**src/hdl/bge_pkg.sv**
```systemverilog
// ----------------------------------------------------------------------------
// bge_pkg
// Types, codes and default values shared by the button and rotary event block.
// ----------------------------------------------------------------------------
package bge_pkg;

   // Default widths of the time base and of the pending step count.
   localparam int TIME_BITS_DEF       = 32;
   localparam int STEP_COUNT_BITS_DEF = 8;

   // Configuration port geometry and register indexes.
   localparam int CSR_INDEX_BITS = 2;
   localparam int CSR_DATA_BITS  = 16;
   localparam int IDLE_BITS      = 32;

   localparam logic [CSR_INDEX_BITS-1:0] CSR_DEBOUNCE     = 2'd0;
   localparam logic [CSR_INDEX_BITS-1:0] CSR_LONG_PRESS   = 2'd1;
   localparam logic [CSR_INDEX_BITS-1:0] CSR_DOUBLE_CLICK = 2'd2;

   // Register values after reset.
   localparam logic [CSR_DATA_BITS-1:0] DEBOUNCE_RST     = 16'd50;
   localparam logic [CSR_DATA_BITS-1:0] LONG_PRESS_RST   = 16'd1000;
   localparam logic [CSR_DATA_BITS-1:0] DOUBLE_CLICK_RST = 16'd300;

   // Button event codes.
   typedef enum logic [1:0] {
      BEV_NONE   = 2'd0,
      BEV_SHORT  = 2'd1,
      BEV_LONG   = 2'd2,
      BEV_DOUBLE = 2'd3
   } bev_type;

   // Rotary event codes.
   typedef enum logic [1:0] {
      REV_NONE = 2'd0,
      REV_CW   = 2'd1,
      REV_CCW  = 2'd2
   } rev_type;

   // Rotary step input codes.
   localparam logic [1:0] ROT_NONE = 2'b00;
   localparam logic [1:0] ROT_CW   = 2'b01;

   // One input word: a millisecond tick.
   typedef struct packed {
      logic              press_edge;
      logic              release_edge;
      logic              button_held;
      logic signed [1:0] rotary_step;
   } item_type;

   // Configuration register set.
   typedef struct packed {
      logic [CSR_DATA_BITS-1:0] debounce_ms;
      logic [CSR_DATA_BITS-1:0] long_press_ms;
      logic [CSR_DATA_BITS-1:0] double_click_ms;
   } cfg_type;

   // One result word.
   typedef struct packed {
      bev_type              button_event;
      rev_type              rotary_event;
      logic                 activity_pending;
      logic [IDLE_BITS-1:0] idle_ms;
   } result_type;

endpackage

```
**src/hdl/bge_csr.sv**
```systemverilog
// ----------------------------------------------------------------------------
// bge_csr
// Configuration registers: debounce, long press and double click times.
// ----------------------------------------------------------------------------
module bge_csr (
   input  logic                              clock,
   input  logic                              reset,
   input  logic                              csr_valid,
   output logic                              csr_ready,
   input  logic [bge_pkg::CSR_INDEX_BITS-1:0] csr_index,
   input  logic [bge_pkg::CSR_DATA_BITS-1:0]  csr_wdata,
   output bge_pkg::cfg_type                  cfg
);
   import bge_pkg::*;

   cfg_type cfg_ff;
   cfg_type cfg_in;

   // Writes are always taken.
   assign csr_ready = 1'b1;

   // Decode the register index; unknown indexes are dropped.
   always_comb begin
      cfg_in = cfg_ff;
      if (csr_valid) begin
         case (csr_index)
            CSR_DEBOUNCE:     cfg_in.debounce_ms     = csr_wdata;
            CSR_LONG_PRESS:   cfg_in.long_press_ms   = csr_wdata;
            CSR_DOUBLE_CLICK: cfg_in.double_click_ms = csr_wdata;
            default:          cfg_in = cfg_ff;
         endcase
      end
   end

   always_ff @(posedge clock) begin
      if (reset) begin
         cfg_ff.debounce_ms     <= DEBOUNCE_RST;
         cfg_ff.long_press_ms   <= LONG_PRESS_RST;
         cfg_ff.double_click_ms <= DOUBLE_CLICK_RST;
      end else begin
         cfg_ff <= cfg_in;
      end
   end

   assign cfg = cfg_ff;

endmodule

```
**src/hdl/bge_in_reg.sv**
```systemverilog
// ----------------------------------------------------------------------------
// bge_in_reg
// Input register that holds one tick word until the event stage takes it.
// ----------------------------------------------------------------------------
module bge_in_reg (
   input  logic              clock,
   input  logic              reset,
   input  logic              req_valid,
   output logic              req_stall,
   input  bge_pkg::item_type req_item,
   input  logic              take,
   output logic              in_valid,
   output bge_pkg::item_type in_item
);
   import bge_pkg::*;

   logic     valid_ff;
   logic     valid_in;
   item_type item_ff;
   logic     load;

   // The register is free when empty or when its word moves on this cycle.
   assign req_stall = valid_ff && !take;
   assign load      = req_valid && !req_stall;
   assign valid_in  = load || (valid_ff && !take);

   always_ff @(posedge clock) begin
      if (reset) begin
         valid_ff <= 1'b0;
      end else begin
         valid_ff <= valid_in;
      end
   end

   // Payload needs no reset.
   always_ff @(posedge clock) begin
      if (load) begin
         item_ff <= req_item;
      end
   end

   assign in_valid = valid_ff;
   assign in_item  = item_ff;

endmodule

```
**src/hdl/bge_core.sv**
```systemverilog
// ----------------------------------------------------------------------------
// bge_core
// Event logic for one tick: rotary debounce and pending count, button gesture
// classification, and the result register.
// ----------------------------------------------------------------------------
module bge_core #(
   parameter int TIME_BITS       = bge_pkg::TIME_BITS_DEF,
   parameter int STEP_COUNT_BITS = bge_pkg::STEP_COUNT_BITS_DEF
) (
   input  logic                clock,
   input  logic                reset,
   input  logic                in_valid,
   input  bge_pkg::item_type   in_item,
   input  bge_pkg::cfg_type    cfg,
   output logic                take,
   output logic                rsp_valid,
   input  logic                rsp_stall,
   output bge_pkg::result_type rsp_result
);
   import bge_pkg::*;

   localparam logic signed [STEP_COUNT_BITS-1:0] STEP_MAX =
      {1'b0, {(STEP_COUNT_BITS-1){1'b1}}};
   localparam logic signed [STEP_COUNT_BITS-1:0] STEP_MIN =
      {1'b1, {(STEP_COUNT_BITS-1){1'b0}}};

   typedef logic [TIME_BITS-1:0] time_type;

   // State registers and their next values.
   time_type                          now_ff, now_in;
   time_type                          press_start_ff, press_start_in;
   time_type                          last_release_ff, last_release_in;
   time_type                          last_step_ff, last_step_in;
   time_type                          last_activity_ff, last_activity_in;
   logic                              long_reported_ff, long_reported_in;
   logic                              awaiting_ff, awaiting_in;
   logic signed [STEP_COUNT_BITS-1:0] pending_ff, pending_in;
   logic                              out_valid_ff;
   result_type                        result_ff, result_in;

   // Intermediate values.
   logic                              step_ok;
   logic signed [STEP_COUNT_BITS-1:0] pending_mid;
   time_type                          hold_time;
   time_type                          since_release;
   time_type                          idle_t;
   logic                              long_hit;
   bev_type                           bev;
   rev_type                           rev;

   // A word moves on when the result register is empty or being emptied.
   assign take = in_valid && (!out_valid_ff || !rsp_stall);

   // Rotary step: debounce against the last accepted step, then saturate.
   always_comb begin
      step_ok      = (in_item.rotary_step != ROT_NONE) &&
                     ((now_ff - last_step_ff) >= TIME_BITS'(cfg.debounce_ms));
      pending_mid  = pending_ff;
      last_step_in = last_step_ff;
      if (step_ok) begin
         last_step_in = now_ff;
         if (in_item.rotary_step == ROT_CW) begin
            if (pending_ff < STEP_MAX) begin
               pending_mid = pending_ff + STEP_COUNT_BITS'(1);
            end
         end else begin
            if (pending_ff > STEP_MIN) begin
               pending_mid = pending_ff - STEP_COUNT_BITS'(1);
            end
         end
      end
   end

   // Button gestures: press, then release, then long hold, then window timeout.
   always_comb begin
      press_start_in   = in_item.press_edge ? now_ff : press_start_ff;
      long_reported_in = in_item.press_edge ? 1'b0 : long_reported_ff;
      last_release_in  = last_release_ff;
      awaiting_in      = awaiting_ff;
      hold_time        = now_ff - press_start_in;
      since_release    = now_ff - last_release_ff;
      long_hit         = in_item.button_held && !long_reported_in &&
                         (hold_time >= TIME_BITS'(cfg.long_press_ms));
      bev              = BEV_NONE;
      if (in_item.release_edge) begin
         last_release_in = now_ff;
         if (long_reported_in) begin
            bev = BEV_NONE;
         end else if (hold_time >= TIME_BITS'(cfg.long_press_ms)) begin
            bev = BEV_LONG;
         end else if (awaiting_ff) begin
            awaiting_in = 1'b0;
            bev         = BEV_DOUBLE;
         end else begin
            awaiting_in = 1'b1;
         end
      end else if (long_hit) begin
         long_reported_in = 1'b1;
         bev              = BEV_LONG;
      end else if (awaiting_ff && (since_release > TIME_BITS'(cfg.double_click_ms))) begin
         awaiting_in = 1'b0;
         bev         = BEV_SHORT;
      end
   end

   // Pop one pending step and form the result word.
   always_comb begin
      pending_in = pending_mid;
      rev        = REV_NONE;
      if (pending_mid > STEP_COUNT_BITS'(0)) begin
         pending_in = pending_mid - STEP_COUNT_BITS'(1);
         rev        = REV_CW;
      end else if (pending_mid < STEP_COUNT_BITS'(0)) begin
         pending_in = pending_mid + STEP_COUNT_BITS'(1);
         rev        = REV_CCW;
      end

      if (step_ok || in_item.press_edge || in_item.release_edge) begin
         last_activity_in = now_ff;
      end else begin
         last_activity_in = last_activity_ff;
      end
      idle_t = now_ff - last_activity_in;
      now_in = now_ff + TIME_BITS'(1);

      result_in.button_event     = bev;
      result_in.rotary_event     = rev;
      result_in.activity_pending = (pending_in != STEP_COUNT_BITS'(0)) ||
                                   in_item.button_held || awaiting_in;
      result_in.idle_ms          = IDLE_BITS'(idle_t);
   end

   // State advances once per taken word.
   always_ff @(posedge clock) begin
      if (reset) begin
         now_ff           <= '0;
         press_start_ff   <= '0;
         last_release_ff  <= '0;
         last_step_ff     <= '0;
         last_activity_ff <= '0;
         long_reported_ff <= 1'b0;
         awaiting_ff      <= 1'b0;
         pending_ff       <= '0;
      end else if (take) begin
         now_ff           <= now_in;
         press_start_ff   <= press_start_in;
         last_release_ff  <= last_release_in;
         last_step_ff     <= last_step_in;
         last_activity_ff <= last_activity_in;
         long_reported_ff <= long_reported_in;
         awaiting_ff      <= awaiting_in;
         pending_ff       <= pending_in;
      end
   end

   // Result register valid flag.
   always_ff @(posedge clock) begin
      if (reset) begin
         out_valid_ff <= 1'b0;
      end else if (take) begin
         out_valid_ff <= 1'b1;
      end else if (!rsp_stall) begin
         out_valid_ff <= 1'b0;
      end
   end

   // Result payload.
   always_ff @(posedge clock) begin
      if (take) begin
         result_ff <= result_in;
      end
   end

   assign rsp_valid  = out_valid_ff;
   assign rsp_result = result_ff;

endmodule

```
**src/hdl/button_gesture_and_rotary_events.sv**
```systemverilog
// ----------------------------------------------------------------------------
// button_gesture_and_rotary_events
// Per-millisecond button gesture and rotary step event block.
//
//   channel   direction  handshake          payload
//   req_      in         valid / stall      press, release, held, rotary step
//   rsp_      out        valid / stall      button, rotary, pending, idle ms
//   csr_      in         valid / ready      register index, 16-bit data
//
// One tick word is taken per cycle while req_stall is low; it passes the input
// register and then the result register, from which rsp_ offers its result.
// All event logic is a single pass between those two registers.
// Reset is synchronous and clears all timers, flags and the step count.
// A stall on rsp_ holds the result; req_stall rises only while both registers
// are full and the result is stalled.
// ----------------------------------------------------------------------------
module button_gesture_and_rotary_events #(
   parameter int TIME_BITS       = bge_pkg::TIME_BITS_DEF,
   parameter int STEP_COUNT_BITS = bge_pkg::STEP_COUNT_BITS_DEF
) (
   input  logic                               clock,
   input  logic                               reset,
   input  logic                               req_valid,
   output logic                               req_stall,
   input  logic                               req_press_edge,
   input  logic                               req_release_edge,
   input  logic                               req_button_held,
   input  logic signed [1:0]                  req_rotary_step,
   output logic                               rsp_valid,
   input  logic                               rsp_stall,
   output logic [1:0]                         rsp_button_event,
   output logic [1:0]                         rsp_rotary_event,
   output logic                               rsp_activity_pending,
   output logic [bge_pkg::IDLE_BITS-1:0]      rsp_idle_ms,
   input  logic                               csr_valid,
   output logic                               csr_ready,
   input  logic [bge_pkg::CSR_INDEX_BITS-1:0] csr_index,
   input  logic [bge_pkg::CSR_DATA_BITS-1:0]  csr_wdata
);
   import bge_pkg::*;

   item_type   req_item;
   item_type   in_item;
   cfg_type    cfg;
   result_type rsp_result;
   logic       in_valid;
   logic       take;

   // Gather the input word.
   assign req_item.press_edge   = req_press_edge;
   assign req_item.release_edge = req_release_edge;
   assign req_item.button_held  = req_button_held;
   assign req_item.rotary_step  = req_rotary_step;

   bge_csr u_csr (
      .clock     (clock),
      .reset     (reset),
      .csr_valid (csr_valid),
      .csr_ready (csr_ready),
      .csr_index (csr_index),
      .csr_wdata (csr_wdata),
      .cfg       (cfg)
   );

   bge_in_reg u_in_reg (
      .clock     (clock),
      .reset     (reset),
      .req_valid (req_valid),
      .req_stall (req_stall),
      .req_item  (req_item),
      .take      (take),
      .in_valid  (in_valid),
      .in_item   (in_item)
   );

   bge_core #(
      .TIME_BITS       (TIME_BITS),
      .STEP_COUNT_BITS (STEP_COUNT_BITS)
   ) u_core (
      .clock      (clock),
      .reset      (reset),
      .in_valid   (in_valid),
      .in_item    (in_item),
      .cfg        (cfg),
      .take       (take),
      .rsp_valid  (rsp_valid),
      .rsp_stall  (rsp_stall),
      .rsp_result (rsp_result)
   );

   // Split the result word onto its ports.
   assign rsp_button_event     = rsp_result.button_event;
   assign rsp_rotary_event     = rsp_result.rotary_event;
   assign rsp_activity_pending = rsp_result.activity_pending;
   assign rsp_idle_ms          = rsp_result.idle_ms;

endmodule

```
**config.mk**
```make
export PLATFORM = sky130hd
export DESIGN_NAME = button_gesture_and_rotary_events
export DESIGN_NICKNAME = d
export VERILOG_FILES = /design/src/hdl/bge_pkg.sv /design/src/hdl/bge_csr.sv /design/src/hdl/bge_in_reg.sv /design/src/hdl/bge_core.sv /design/src/hdl/button_gesture_and_rotary_events.sv
export SDC_FILE = /design/constraint.sdc
export NUM_CORES = 1
export LEC_CHECK = 0
export ABC_CLOCK_PERIOD_IN_PS = 10200
export BUFFER_PORTS_ARGS = -buffer_cell sky130_fd_sc_hd__clkbuf_2
export CAP_MARGIN = 40
export CORE_UTILIZATION = 35
export CTS_CLUSTER_DIAMETER = 80
export DETAILED_ROUTE_END_ITERATION = 7
export SLEW_MARGIN = 20
export SYNTH_ARGS = -nofsm -noshare
export SYNTH_HDL_FRONTEND = slang
export SYNTH_HIERARCHICAL = 1
export SYNTH_SLANG_ARGS = --single-unit
```
**constraint.sdc**
```tcl
create_clock -name clock -period 10.2 [get_ports clock]
set_input_delay 0 -clock clock [delete_from_list [all_inputs] [get_ports clock]]
set_output_delay 0 -clock clock [all_outputs]
set_load 0.05 [all_outputs]
```
==> impl_results.md <==
- Reg clk slew, reported paths: 60 ps
- Clk Latency, worst-skew pair: 560 ps
- Gr usage total: 21.0%
- Vias in the first global route: 18,200
- R2r endpoint: u_core/rsp_result[30]
- DIE WIDTH: between 200 and 250 um
- Die area: 58,300 um^2
- Sw Pwr: 1.31 mW
- Fin util: around two fifths
- CP max-delay cell: nor3_4
- Most numerous cell in the Yosys netlist: nor2_1
- CTS tree: built
- Post-synthesis average cell area: 7.92 um^2
- Main synth FF type: dfxtp_1
- Gr ovfl total: 0
- Hold Crit Class: primary input to register
- Routed via count: 18,800
- Hold Crit Depth: 2
- CP endpoint kind: register
- Initial core utilization: 35.5%
- Detail Route Antenna Nets: 0
- Vias/cell: about 5.5
- Fill cells: between 5,000 and 6,000
- Resized cells post-CTS: 0
- Core box area: 56,500 um^2
- R2r setup slk: 1240 ps
- Synth top area cells: dfxtp_1, ha_1, mux2i_1, edfxtp_1, nor2_1
- Critical Path Start Type: register
- Leakage: 9.66 nW
- Synthesized flop and latch total: approximately 260
- DR DRC count: 0
- First-pass GRT wire length: 99.2 mm
- Multi-input logic area: 13,300 um^2
- HPWL Detailed: around 46 mm
- Max cap viols: 0
- Distinct cell type count after synthesis: 99
- Design Power: approximately 3.6 mW
- Number of port buffers: 66
- Number of clock sinks: 262
- Largest net degree at the start of global routing: 107
- Rows: 87
- WL/cell: about 18 um
- Min-Delay Endpoint: u_in_reg/in_item[1]
- Most frequent cells after synthesis: nor2_1, nand2_1, dfxtp_1
- Final WL: 62.3 mm
- Type of the worst setup path: register to register
- WP data arrival: approximately 9000 ps
- Register area share after synthesis: 28.2%
- Pwr/cell area: 158 nW/um^2
- VDD IR max: 0.113 mV
- Ys Warns: 6
- Reg2reg path depth: 34
- Die H: ~240 um
- CTS root buf: clkbuf_16
- DRT iter0 DRCs: between 1,000 and 1,500
- Comb pwr share: 32.8%
- Post-synth top area cell: dfxtp_1
- Critical path fanouts, max: 11
- Nets: 2,807
- Area post-placement: 21,200 um^2
- Mapped Cells: around 2,500
- Final min period: 8960 ps
- Setup bufs post-CTS: 0
- Switching part of the total power: between 30% and 40%
- Final hold vios: 0
- Antenna diodes: 0
- Share of layout cells above drive strength 1: 8.24%
- Synth Cell Area: 20,100 um^2
- H-Tree Depth: 2
- Skew final: 25.4 ps
- Count of final setup violators: 0
- Pint: 2.30 mW
- Reg area: ~5700 um^2
- Placer Congestion: 0.922
- CTS Buf Count: 35
- RSZ-0062 raised after global routing: no
- Clk buf depth: 3
- Syn Nets: 2,734
- R2R Path Start: u_core/now_ff[0]
- Period utilization: 87.8%
- Initial antenna violation count: 0
- Max Fclk: roughly 110 MHz
- Outcome: finished, final reports clean
- Worst slew margin: ~41%
- Min-delay src: req_rotary_step[1]
- Area delta synth->final: 13.6%
- WP data required: 10,510 ps
- TNS Setup: 0 ps
- Design area: roughly 23,000 um^2
- Flop pwr share: 32.5%
- I/O pin total: 68
- Pins over their slew limit: 0
- Buf+Inv Stages, Crit Path: 2
- Hold WS: 163 ps
- Clock Power Share: 34.7%
- Post-synth top area share: a little over a fifth
- Worst path top cell family by delay: compound AO/OA/AOI/OAI gates
- Async set-reset flop share out of synthesis: 0%
- EDFF count, synth: 42
- DR pass1 iterations: 5
- Worst slew pin tran: 883 ps
- CP max stage delay: 640 ps
## worst max-delay path by stage
stage	start	to	slack, ps	cells after the start
after floorplan	u_core/now_ff[1]	u_core/rsp_result[30]	2440	36
after global placement	u_core/now_ff[0]	u_core/rsp_result[30]	1480	34
after detailed placement	u_core/now_ff[0]	u_core/rsp_result[30]	1350	34
after CTS	u_core/now_ff[0]	u_core/rsp_result[30]	1340	34
after global routing	u_core/now_ff[0]	u_core/rsp_result[30]	580	34
final	u_core/now_ff[0]	u_core/rsp_result[30]	1240	34
## state kept, by name (all words and copies together) (netlist names)
register,cells
u_core/pending_ff,8
u_core/press_start_ff,32
u_core/last_release_ff,32
u_core/long_reported_ff,1
u_core/last_activity_ff,32
u_in_reg/in_item,5
u_core/rsp_result,37
u_csr/cfg,48
u_core/awaiting_ff,1
u_core/last_step_ff,32
u_core/rsp_valid,1
u_in_reg/in_valid,1
u_core/now_ff,32
## worst reg2reg max path: cells and delay by family (launching register included)
family	cells	cell delay, ps
AOI/OAI and AO/OA	18	4070
muxes	1	360
DFF	1	400
and+or+nand+nor	8	2030
buffers and inverters	2	290
adders and majority gates	4	1400
xor gates and xnor gates	1	170
## metrics by stage
step                      cells  setup WS, ps
after floorplan            2536          2440
after global placement     3280          1480
after detailed placement   3285          1350
after CTS                  3388          1340
after global routing       3389           585
final                      3389          1240
## power by group through the flow
stage	clock (mW)	sequential, mW	combinational (mW)
after floorplan	0	1.27	0.797
after global placement	0	1.19	1.12
after detailed placement	0	1.20	1.15
after CTS	1.29	1.17	1.16
after global routing	1.33	1.18	1.28
final	1.25	1.17	1.18
## area by class of cell
class / instances / share of cell area (%)
Multi-Input combinational cell: 1990 / 58.2
Sequential cell: 262 / 24.8
Timing Repair Buffer: 153 / 4.97
Clock buffer: 51 / 4.62
Tap cell: 756 / 4.15
Inverter: 167 / 2.77
Clock inverter: 10 / 0.477
## cell families after synthesis
kind of cell	Yosys count	share of synthesized area, %
AOI/OAI and AO/OA	636	21.0
xor gates and xnor gates	112	4.88
adders and majority gates	174	10.9
buffers and inverters	284	5.74
DFF	262	28.2
muxes	144	7.21
other	1	0.0187
and+or+nand+nor	923	22.0
## what timing repair did
item | in CTS | in global routing
hold buffers | 42 | 0
setup endpoints to repair | 0 | 0
endpoints found under the hold margin | 78 | 0
## metal layers
metal	up-vias	part of all wire [%]	GRT usage [%]
met4	0	4.3	9.07
met5	-	0	0
li1	9228	-	-
met1	8877	44	25.9
met2	523	47	36.2
met3	141	4.5	2.93
## layout by cell type, fill, tap and decap left out, types with 65 or more instances in the layout
cell type / netlist / final
mux2i_1: 138 / 138
o21ai_0: 97 / 97
nand3_1: 70 / 70
a21oi_1: 207 / 207
ha_1: 166 / 166
nand2b_1: 82 / 82
inv_1: 166 / 166
nor2_1: 302 / 302
clkbuf_2: 0 / 65
nand2_1: 232 / 231
dfxtp_1: 220 / 220
a211oi_1: 74 / 74
No activity file was read; power rests on OpenSTA's default activity.
